## src/design/nsam_pkg.sv

```systemverilog
package nsam_pkg;

	localparam int POS_W = 12;
	localparam int CFG_W = 13;
	localparam int ADDR_W = 24;
	localparam int IDX_W = 3;

	typedef enum logic [IDX_W-1:0] {
		REG_SRC_WIDTH,
		REG_SRC_HEIGHT,
		REG_DST_LEFT,
		REG_DST_TOP,
		REG_DST_WIDTH,
		REG_DST_HEIGHT,
		REG_CANVAS_WIDTH,
		REG_CANVAS_HEIGHT
	} cfg_reg_t;

endpackage

```

## src/design/nsam_div.sv

```systemverilog
module nsam_div #(
	parameter int DW = 13,
	parameter int FRAC = 16
) (
	input  logic                 clk,
	input  logic                 arst_n,
	input  logic                 start,
	input  logic [DW-1:0]        num,
	input  logic [DW-1:0]        den,
	output logic                 busy,
	output logic [DW+FRAC-1:0]   quot
);
	import nsam_pkg::*;

	localparam int QW = DW + FRAC;
	localparam int CNT_W = $clog2(QW + 1);

	logic [QW-1:0]    rq_q;
	logic [DW-1:0]    rem_q;
	logic [DW-1:0]    den_q;
	logic             zero_q;
	logic [CNT_W-1:0] cnt_q;
	logic [DW:0]      trial;
	logic             fits;

	assign trial = {rem_q, rq_q[QW-1]};
	assign fits = trial >= {1'b0, den_q};

	always_ff @(posedge clk or negedge arst_n) begin
		if (!arst_n) begin
			cnt_q <= '0;
		end else if (start) begin
			cnt_q <= CNT_W'(QW);
		end else if (cnt_q != '0) begin
			cnt_q <= cnt_q - CNT_W'(1);
		end
	end

	always_ff @(posedge clk) begin
		if (start) begin
			rq_q <= {num, {FRAC{1'b0}}};
			rem_q <= '0;
			den_q <= den;
			zero_q <= (den == '0);
		end else if (cnt_q != '0) begin
			if (fits) begin
				rem_q <= DW'(trial - {1'b0, den_q});
			end else begin
				rem_q <= trial[DW-1:0];
			end
			rq_q <= {rq_q[QW-2:0], fits};
		end
	end

	assign busy = (cnt_q != '0);
	assign quot = zero_q ? '0 : rq_q;

endmodule

```

## src/design/nsam_axis.sv

```systemverilog
module nsam_axis #(
	parameter int DW = 13,
	parameter int FRAC = 16
) (
	input  logic                              clk,
	input  logic [nsam_pkg::POS_W-1:0]        pos,
	input  logic signed [nsam_pkg::CFG_W-1:0] edge_pos,
	input  logic [DW-1:0]                     dsize,
	input  logic [DW-1:0]                     csize,
	input  logic [DW-1:0]                     ssize,
	input  logic [DW+FRAC-1:0]                step,
	output logic                              hit,
	output logic [DW-1:0]                     idx
);
	import nsam_pkg::*;

	localparam int QW = DW + FRAC;
	localparam int PW = DW + QW;
	localparam int SW = ((DW > CFG_W) ? DW : CFG_W) + 2;

	logic signed [SW-1:0] pos_x;
	logic signed [SW-1:0] edge_x;
	logic signed [SW-1:0] end_x;
	logic signed [SW-1:0] off_x;
	logic                 in_span;

	logic          hit_s1;
	logic [DW-1:0] off_s1;
	logic          hit_s2;
	logic [PW-1:0] prod_s2;
	logic          hit_s3;
	logic [DW-1:0] idx_s3;

	logic [2*DW-1:0] quo;
	logic [DW-1:0]   idx_c;

	assign pos_x = $signed(SW'(pos));
	assign edge_x = SW'(edge_pos);
	assign end_x = edge_x + $signed(SW'(dsize));
	assign off_x = pos_x - edge_x;
	assign in_span = (ssize != '0) && (dsize != '0) && (csize != '0) &&
		(pos_x >= edge_x) && (pos_x < end_x) && (pos_x < $signed(SW'(csize)));

	assign quo = prod_s2[PW-1:FRAC];

	always_comb begin
		if (!hit_s2) begin
			idx_c = '0;
		end else if (quo >= (2*DW)'(ssize)) begin
			idx_c = ssize - DW'(1);
		end else begin
			idx_c = quo[DW-1:0];
		end
	end

	always_ff @(posedge clk) begin
		hit_s1 <= in_span;
		off_s1 <= off_x[DW-1:0];
		hit_s2 <= hit_s1;
		prod_s2 <= PW'(off_s1) * PW'(step);
		hit_s3 <= hit_s2;
		idx_s3 <= idx_c;
	end

	assign hit = hit_s3;
	assign idx = idx_s3;

endmodule

```

## src/design/nearest_scaler_address_map_core.sv

```systemverilog
// Maps each canvas pixel to its nearest source pixel for a scaled blit. A
// transaction is taken on every clock in which start is high and busy is low,
// and its result appears on the result ports with done high once it has moved
// through the pipeline registers vld_s1 to vld_s4; the receiver cannot stall,
// so results must be captured in the cycle they are shown. After reset and
// after every configuration write, busy stays high while two bit-serial
// dividers recompute the horizontal and vertical steps.
module nearest_scaler_address_map_core #(
	parameter int MAX_DIM = 4096,
	parameter int FRAC_BITS = 16
) (
	input  logic                               clk,
	input  logic                               arst_n,
	input  logic                               start,
	input  logic [nsam_pkg::POS_W-1:0]         pixel_col,
	input  logic [nsam_pkg::POS_W-1:0]         pixel_row,
	output logic                               busy,
	output logic                               done,
	output logic                               covered,
	output logic [nsam_pkg::POS_W-1:0]         source_col,
	output logic [nsam_pkg::POS_W-1:0]         source_row,
	output logic [nsam_pkg::ADDR_W-1:0]        source_address,
	output logic [nsam_pkg::ADDR_W-1:0]        canvas_address,
	input  logic                               cfg_valid,
	output logic                               cfg_ready,
	input  logic [nsam_pkg::IDX_W-1:0]         cfg_index,
	input  logic [nsam_pkg::CFG_W-1:0]         cfg_data
);
	import nsam_pkg::*;

	localparam int DW = $clog2(MAX_DIM + 1);
	localparam int QW = DW + FRAC_BITS;
	localparam int MW = (2 * DW + 1 > ADDR_W) ? 2 * DW + 1 : ADDR_W;
	localparam int CW = (POS_W + DW + 1 > ADDR_W) ? POS_W + DW + 1 : ADDR_W;

	logic [DW-1:0]           src_w_q;
	logic [DW-1:0]           src_h_q;
	logic [DW-1:0]           dst_w_q;
	logic [DW-1:0]           dst_h_q;
	logic [DW-1:0]           cv_w_q;
	logic [DW-1:0]           cv_h_q;
	logic signed [CFG_W-1:0] dst_l_q;
	logic signed [CFG_W-1:0] dst_t_q;
	logic                    pend_q;

	logic [DW-1:0] sat_v;
	logic          cfg_wr;
	logic          accept;
	logic          div_busy_h;
	logic          div_busy_v;
	logic [QW-1:0] step_h;
	logic [QW-1:0] step_v;

	logic          hit_x;
	logic          hit_y;
	logic [DW-1:0] idx_x;
	logic [DW-1:0] idx_y;
	logic          cov;
	logic [DW-1:0] sx;
	logic [DW-1:0] sy;
	logic [MW-1:0] saddr;

	logic              vld_s1;
	logic              vld_s2;
	logic              vld_s3;
	logic              vld_s4;
	logic [POS_W-1:0]  row_s1;
	logic [POS_W-1:0]  col_s1;
	logic [CW-1:0]     cprod_s2;
	logic [POS_W-1:0]  col_s2;
	logic [ADDR_W-1:0] caddr_s3;
	logic              cov_s4;
	logic [POS_W-1:0]  scol_s4;
	logic [POS_W-1:0]  srow_s4;
	logic [ADDR_W-1:0] saddr_s4;
	logic [ADDR_W-1:0] caddr_s4;

	assign cfg_ready = 1'b1;
	assign cfg_wr = cfg_valid && cfg_ready;
	assign busy = pend_q || div_busy_h || div_busy_v;
	assign accept = start && !busy;

	always_comb begin
		if ({1'b0, cfg_data} > (CFG_W + 1)'(MAX_DIM)) begin
			sat_v = DW'(MAX_DIM);
		end else begin
			sat_v = DW'(cfg_data);
		end
	end

	always_ff @(posedge clk or negedge arst_n) begin
		if (!arst_n) begin
			src_w_q <= DW'(1);
			src_h_q <= DW'(1);
			dst_l_q <= '0;
			dst_t_q <= '0;
			dst_w_q <= DW'(1);
			dst_h_q <= DW'(1);
			cv_w_q <= '0;
			cv_h_q <= '0;
			pend_q <= 1'b1;
		end else begin
			pend_q <= cfg_wr;
			if (cfg_wr) begin
				case (cfg_reg_t'(cfg_index))
					REG_SRC_WIDTH: begin
						src_w_q <= sat_v;
					end
					REG_SRC_HEIGHT: begin
						src_h_q <= sat_v;
					end
					REG_DST_LEFT: begin
						dst_l_q <= cfg_data;
					end
					REG_DST_TOP: begin
						dst_t_q <= cfg_data;
					end
					REG_DST_WIDTH: begin
						dst_w_q <= sat_v;
					end
					REG_DST_HEIGHT: begin
						dst_h_q <= sat_v;
					end
					REG_CANVAS_WIDTH: begin
						cv_w_q <= sat_v;
					end
					REG_CANVAS_HEIGHT: begin
						cv_h_q <= sat_v;
					end
					default: begin
					end
				endcase
			end
		end
	end

	nsam_div #(.DW(DW), .FRAC(FRAC_BITS)) u_div_h (
		.clk    (clk),
		.arst_n (arst_n),
		.start  (pend_q),
		.num    (src_w_q),
		.den    (dst_w_q),
		.busy   (div_busy_h),
		.quot   (step_h)
	);

	nsam_div #(.DW(DW), .FRAC(FRAC_BITS)) u_div_v (
		.clk    (clk),
		.arst_n (arst_n),
		.start  (pend_q),
		.num    (src_h_q),
		.den    (dst_h_q),
		.busy   (div_busy_v),
		.quot   (step_v)
	);

	nsam_axis #(.DW(DW), .FRAC(FRAC_BITS)) u_axis_x (
		.clk      (clk),
		.pos      (pixel_col),
		.edge_pos (dst_l_q),
		.dsize    (dst_w_q),
		.csize    (cv_w_q),
		.ssize    (src_w_q),
		.step     (step_h),
		.hit      (hit_x),
		.idx      (idx_x)
	);

	nsam_axis #(.DW(DW), .FRAC(FRAC_BITS)) u_axis_y (
		.clk      (clk),
		.pos      (pixel_row),
		.edge_pos (dst_t_q),
		.dsize    (dst_h_q),
		.csize    (cv_h_q),
		.ssize    (src_h_q),
		.step     (step_v),
		.hit      (hit_y),
		.idx      (idx_y)
	);

	assign cov = hit_x && hit_y;
	assign sx = cov ? idx_x : '0;
	assign sy = cov ? idx_y : '0;
	assign saddr = MW'(sy) * MW'(src_w_q) + MW'(sx);

	always_ff @(posedge clk or negedge arst_n) begin
		if (!arst_n) begin
			vld_s1 <= 1'b0;
			vld_s2 <= 1'b0;
			vld_s3 <= 1'b0;
			vld_s4 <= 1'b0;
		end else begin
			vld_s1 <= accept;
			vld_s2 <= vld_s1;
			vld_s3 <= vld_s2;
			vld_s4 <= vld_s3;
		end
	end

	always_ff @(posedge clk) begin
		row_s1 <= pixel_row;
		col_s1 <= pixel_col;
		cprod_s2 <= CW'(row_s1) * CW'(cv_w_q);
		col_s2 <= col_s1;
		caddr_s3 <= ADDR_W'(cprod_s2 + CW'(col_s2));
		cov_s4 <= cov;
		scol_s4 <= POS_W'(sx);
		srow_s4 <= POS_W'(sy);
		saddr_s4 <= ADDR_W'(saddr);
		caddr_s4 <= caddr_s3;
	end

	assign done = vld_s4;
	assign covered = cov_s4;
	assign source_col = scol_s4;
	assign source_row = srow_s4;
	assign source_address = saddr_s4;
	assign canvas_address = caddr_s4;

	// Every accepted transaction produces its result with done high once it has passed vld_s1 to vld_s4.
	a_latency: assert property (@(posedge clk) disable iff (!arst_n)
		accept |-> ##4 done)
		else $error("accepted transaction did not complete in four cycles");

	a_cfg_busy: assert property (@(posedge clk) disable iff (!arst_n)
		cfg_wr |=> busy)
		else $error("configuration write did not start a step recompute");

	a_uncovered_zero: assert property (@(posedge clk) disable iff (!arst_n)
		(done && !covered) |-> (source_col == '0 && source_row == '0 &&
		source_address == '0))
		else $error("uncovered pixel returned a nonzero source position");

	a_col_clamped: assert property (@(posedge clk) disable iff (!arst_n)
		(done && covered) |-> ((DW + POS_W)'(source_col) < (DW + POS_W)'(src_w_q)))
		else $error("source column not clamped below source width");

endmodule
```

## config.mk

```make
export PLATFORM = sky130hd
export DESIGN_NAME = nearest_scaler_address_map_core
export DESIGN_NICKNAME = d
export VERILOG_FILES = /design/src/design/nsam_pkg.sv /design/src/design/nsam_div.sv /design/src/design/nsam_axis.sv /design/src/design/nearest_scaler_address_map_core.sv
export SDC_FILE = /design/constraint.sdc
export NUM_CORES = 2
export LEC_CHECK = 0
export CAP_MARGIN = 25
export CORE_MARGIN = 5
export CORE_UTILIZATION = 65
export CTS_CLUSTER_DIAMETER = 120
export DETAILED_ROUTE_END_ITERATION = 10
export DONT_BUFFER_PORTS = 1
export GPL_TIMING_DRIVEN = 0
export PLACE_DENSITY = 0.89
export SLEW_MARGIN = 5
export SYNTH_ARGS = -nofsm -noshare
export SYNTH_HDL_FRONTEND = slang
export SYNTH_SLANG_ARGS = --single-unit
```

## constraint.sdc

```tcl
create_clock -name clk -period 18.1 [get_ports clk]
set_input_delay 1.81 -clock clk [delete_from_list [all_inputs] [get_ports clk]]
set_output_delay 1.81 -clock clk [all_outputs]
set_load 0.02 [all_outputs]
```

==> key figures <==
Die
  • # IOs: 120
  • Die width: 297.9 um
  • Initial core utilization: 65.63%
  • CORE AREA: 82110 um^2
  • DIE HEIGHT: 297.9 um
  • Number of standard-cell rows in the floorplan: 105
  • Overall die area: 88760 um^2

STA
  • Setup repair after global routing missed its margin: no
  • Aggregate negative setup slack: 0 ns
  • Fin Clk Skew: 0.02983 ns
  • Hold Violations, Final: 0
  • Final Worst Setup Slack: 10.09 ns
  • Final setup fails: 0
  • Slew Limit Headroom: 32.71%
  • Hold WS: 0.3261 ns
  • Highest attainable clock frequency: 124.8 MHz
  • Post-route minimum period: 8.011 ns
  • Actual slew at the worst max-slew pin: 1.009 ns
  • Final cycle utilization of the critical path: 44.26%
  • Count of pins over their slew limit: 0

Yosys
  • Synth Cell Area: 53890 um^2
  • Count leader, synth: inv_1
  • Proportion of synthesized chip area in sequential cells: 20.62%
  • Synthesis-stage register bit count: 498
  • Net count after synthesis: 7248
  • Post-synthesis cell type count: 82
  • Most area-consuming cells after synthesis: fa_1, dfxtp_1, ha_1
  • Count of flip-flops with a built-in enable after synthesis: 54
  • Post-synthesis area per instance: 9.140 um^2
  • Post-synthesis instance total: 5896
  • Post-synth top area share: 31.09%
  • Top FF cell, synth: dfxtp_1
  • Synthesis warning total: 0
  • Asr flop ratio synth: 23.90%
  • Cell type contributing the most total cell area after synthesis: fa_1
  • Cell types with the highest counts after synthesis: inv_1, nand2_1, fa_1, and2_1, ha_1

Setup path
  • Arrival @ worst endpoint: 8.51 ns
  • Worst Setup Path Type: reg2reg
  • Kind of launch point of the worst setup path: flip-flop
  • CP delay by family, top: adder cells
  • Crit path capture type: flip-flop
  • Ordered list of cells on the worst path: clkbuf_1 -> clkbuf_1 -> nor2b_1 -> clkbuf_1 -> nand2_1 -> fa_1 -> fa_1 -> inv_1 -> fa_1 -> fa_1 -> fa_1 -> ha_1 -> a21o_1 -> a21oi_1 -> or3b_1 -> o211a_4 -> o2111ai_1 -> a31oi_1 -> a21o_1 -> a21oi_1 -> xnor2_1
  • Top cell by count, worst path: fa_1
  • Buf+Inv Stages, Crit Path: 4
  • Biggest cell delay along the critical path: 0.61 ns
  • Worst Path Max Fanout: 10
  • Worst Path Required: 18.60 ns
  • Critical Path Slowest Stage Cell: nor2b_1

CTS
  • Number of CTS-inserted buffers: 52
  • Clock tree from TritonCTS: yes
  • PostCTS Resize Cnt: 0
  • # H-tree levels: 2
  • Sinks on Clock Net: 498
  • Insertion delay to the later sink of the worst-skew pair: 0.64 ns
  • Count of hold buffers inserted by post-cts repair: 0
  • Max Buffers Root-to-Sink: 3
  • Cell at the root of the clock tree: clkbuf_16
  • Number of buffers added for setup after CTS: 0
  • Worst-path clk slew: 0.06 ns

Placed design
  • Post-Place Worst Slack: 10.31 ns
  • Post-DP Area: 55240 um^2
  • Placed Cells: 6967
  • # port buffers: 0
  • Routability-driven placement congestion ratio: 0.9856
  • Total half-perimeter wirelength after legalization and detailed placement: 112500 um

Job
  • Max capacitance violation total: 0

Final layout
  • Summed area of non-filler cells in the final layout: 57010 um^2
  • Finished Layout Cells: 7068
  • Post-layout nets: 7304
  • Multi-input gate area in the final layout: 37620 um^2
  • Layout cells sized above 1: 2.453%
  • Fillers: 5649
  • Area occupied by registers: 11110 um^2
  • Area growth syn-to-layout: 5.788%

Status
  • Outcome: completed

Power
  • P per Cell Area: 103.7 nW/um^2
  • Cell leakage power: 28.54 nW
  • Max IR drop VDD: 0.0001567 V

Routing
  • Remaining routing DRC violations: 0
  • Post-detailed-routing wire length: 142800 um
  • Met3 WL: 14360 um
  • Starting DRC count in detailed routing: 3712
  • Met2 Routed Length: 67400 um
  • Highest routing layer actually used: met4
  • First-pass iteration count of the detailed router: 6
  • Residual antenna-violating net count after detailed routing: 0
  • Routed length on met1: 51570 um
  • Vias per inst: 5.920
  • Total number of vias: 41840
  • Average wire length per cell after detail routing: 20.20 um

GRT
  • Number of global-route vias before repair: 44350
  • GRT Total Usage: 32.30%
  • Global-route wire length before repair: 231000 um
  • Initial antenna violation count: 4
  • Maximum number of pins on one net before global-route repair: 120
  • Sum of overflow across all layers after global routing: 0

Min path
  • Type of the most critical hold path: reg2reg
==> worst paths after layout <==
path	startpoint	endpoint	slack, ns	depth (start not counted)
setup / recovery	u_div_v.zero_q	u_axis_y.prod_s2[41]	10.09	21
hold / removal	u_axis_y.hit_s1	u_axis_y.hit_s2	0.33	0
setup reg to reg	u_div_v.zero_q	u_axis_y.prod_s2[41]	10.09	21
hold reg to reg	u_axis_y.hit_s1	u_axis_y.hit_s2	0.33	0
max in group asynchronous	arst_n	src_w_q[0]	16.82	0
min in group asynchronous	arst_n	dst_h_q[11]	0.91	0
==> layout make-up <==
class / count / share of cell area (%)
multi-input cells: 4028 / 66.00
flip-flops and latches: 498 / 19.49
clock inverters: 24 / 0.4477
plain buffers: 265 / 1.771
diodes: 6 / 0.02634
well taps: 1070 / 2.348
inverters: 1105 / 7.276
clock buffers: 70 / 2.616
repair buffers: 2 / 0.02195
==> worst register-to-register path: stages, from the launching register on <==
cell and delay [ns]:
edfxtp_1 0.52, clkbuf_1 0.30, clkbuf_1 0.32, nor2b_1 0.62, clkbuf_1 0.54, nand2_1 0.17
fa_1 0.53, fa_1 0.52, inv_1 0.05, fa_1 0.59, fa_1 0.44, fa_1 0.41
ha_1 0.38, a21o_1 0.20, a21oi_1 0.22, or3b_1 0.47, o211a_4 0.31, o2111ai_1 0.41
a31oi_1 0.22, a21o_1 0.24, a21oi_1 0.18, xnor2_1 0.23
==> through the flow <==
step | total power, mW | utilization (%)
floorplan | 3.851 | -
global placement | 4.557 | 67.26
detailed placement | 4.709 | 67.28
CTS | 5.860 | 69.40
global route | 6.356 | 69.41
finish | 5.910 | 69.43
==> kinds of logic (layout without fill, tap and decap cells) <==
kind of cell / Yosys count / count (layout) / synth area share (%)
XOR/XNOR: 180 / 180 / 2.926
other: 1 / 7 / 0.006959
adder cells (fa/ha/maj): 1308 / 1308 / 42.03
flip-flops: 498 / 498 / 20.62
AND/OR/NAND/NOR: 1897 / 1897 / 17.03
multiplexers: 23 / 23 / 0.4760
buffers and inverters: 1370 / 1466 / 9.571
AO/OA/AOI/OAI: 619 / 619 / 7.339
==> power breakdown <==
| group | internal, mW | switching (mW) | total (mW) |
|---|---|---|---|
| clock | 0.636 | 0.475 | 1.11 |
| combinational | 1.22 | 1.92 | 3.14 |
| sequential | 1.41 | 0.251 | 1.66 |
==> layer usage <==
layer	up-vias	GRT usage, %
met5	-	0
met4	0	17.65
met3	613	7.347
met2	2408	53.18
met1	20600	39.80
li1	18220	-
==> placed cells by master, fill, tap and decap left out, types with 127 or more instances in the layout <==
| cell type | instances |
|---|---|
| inv_1 | 1105 |
| nand2_1 | 899 |
| fa_1 | 837 |
| and2_1 | 474 |
| ha_1 | 471 |
| dfxtp_1 | 325 |
| clkbuf_1 | 262 |
| o21ai_0 | 188 |
| nor2_1 | 158 |
| a21oi_1 | 154 |
| xnor2_1 | 127 |
==> registers in the layout, summed over array words and instances (netlist names), 24 cells and up <==
name              flops
canvas_address       24
u_div_v.rq_q         29
caddr_s3             24
u_axis_y.prod_s2     26
source_address       24
u_div_h.rq_q         29
cprod_s2             24
u_axis_x.prod_s2     26
(Power assumes the default switching activity.)
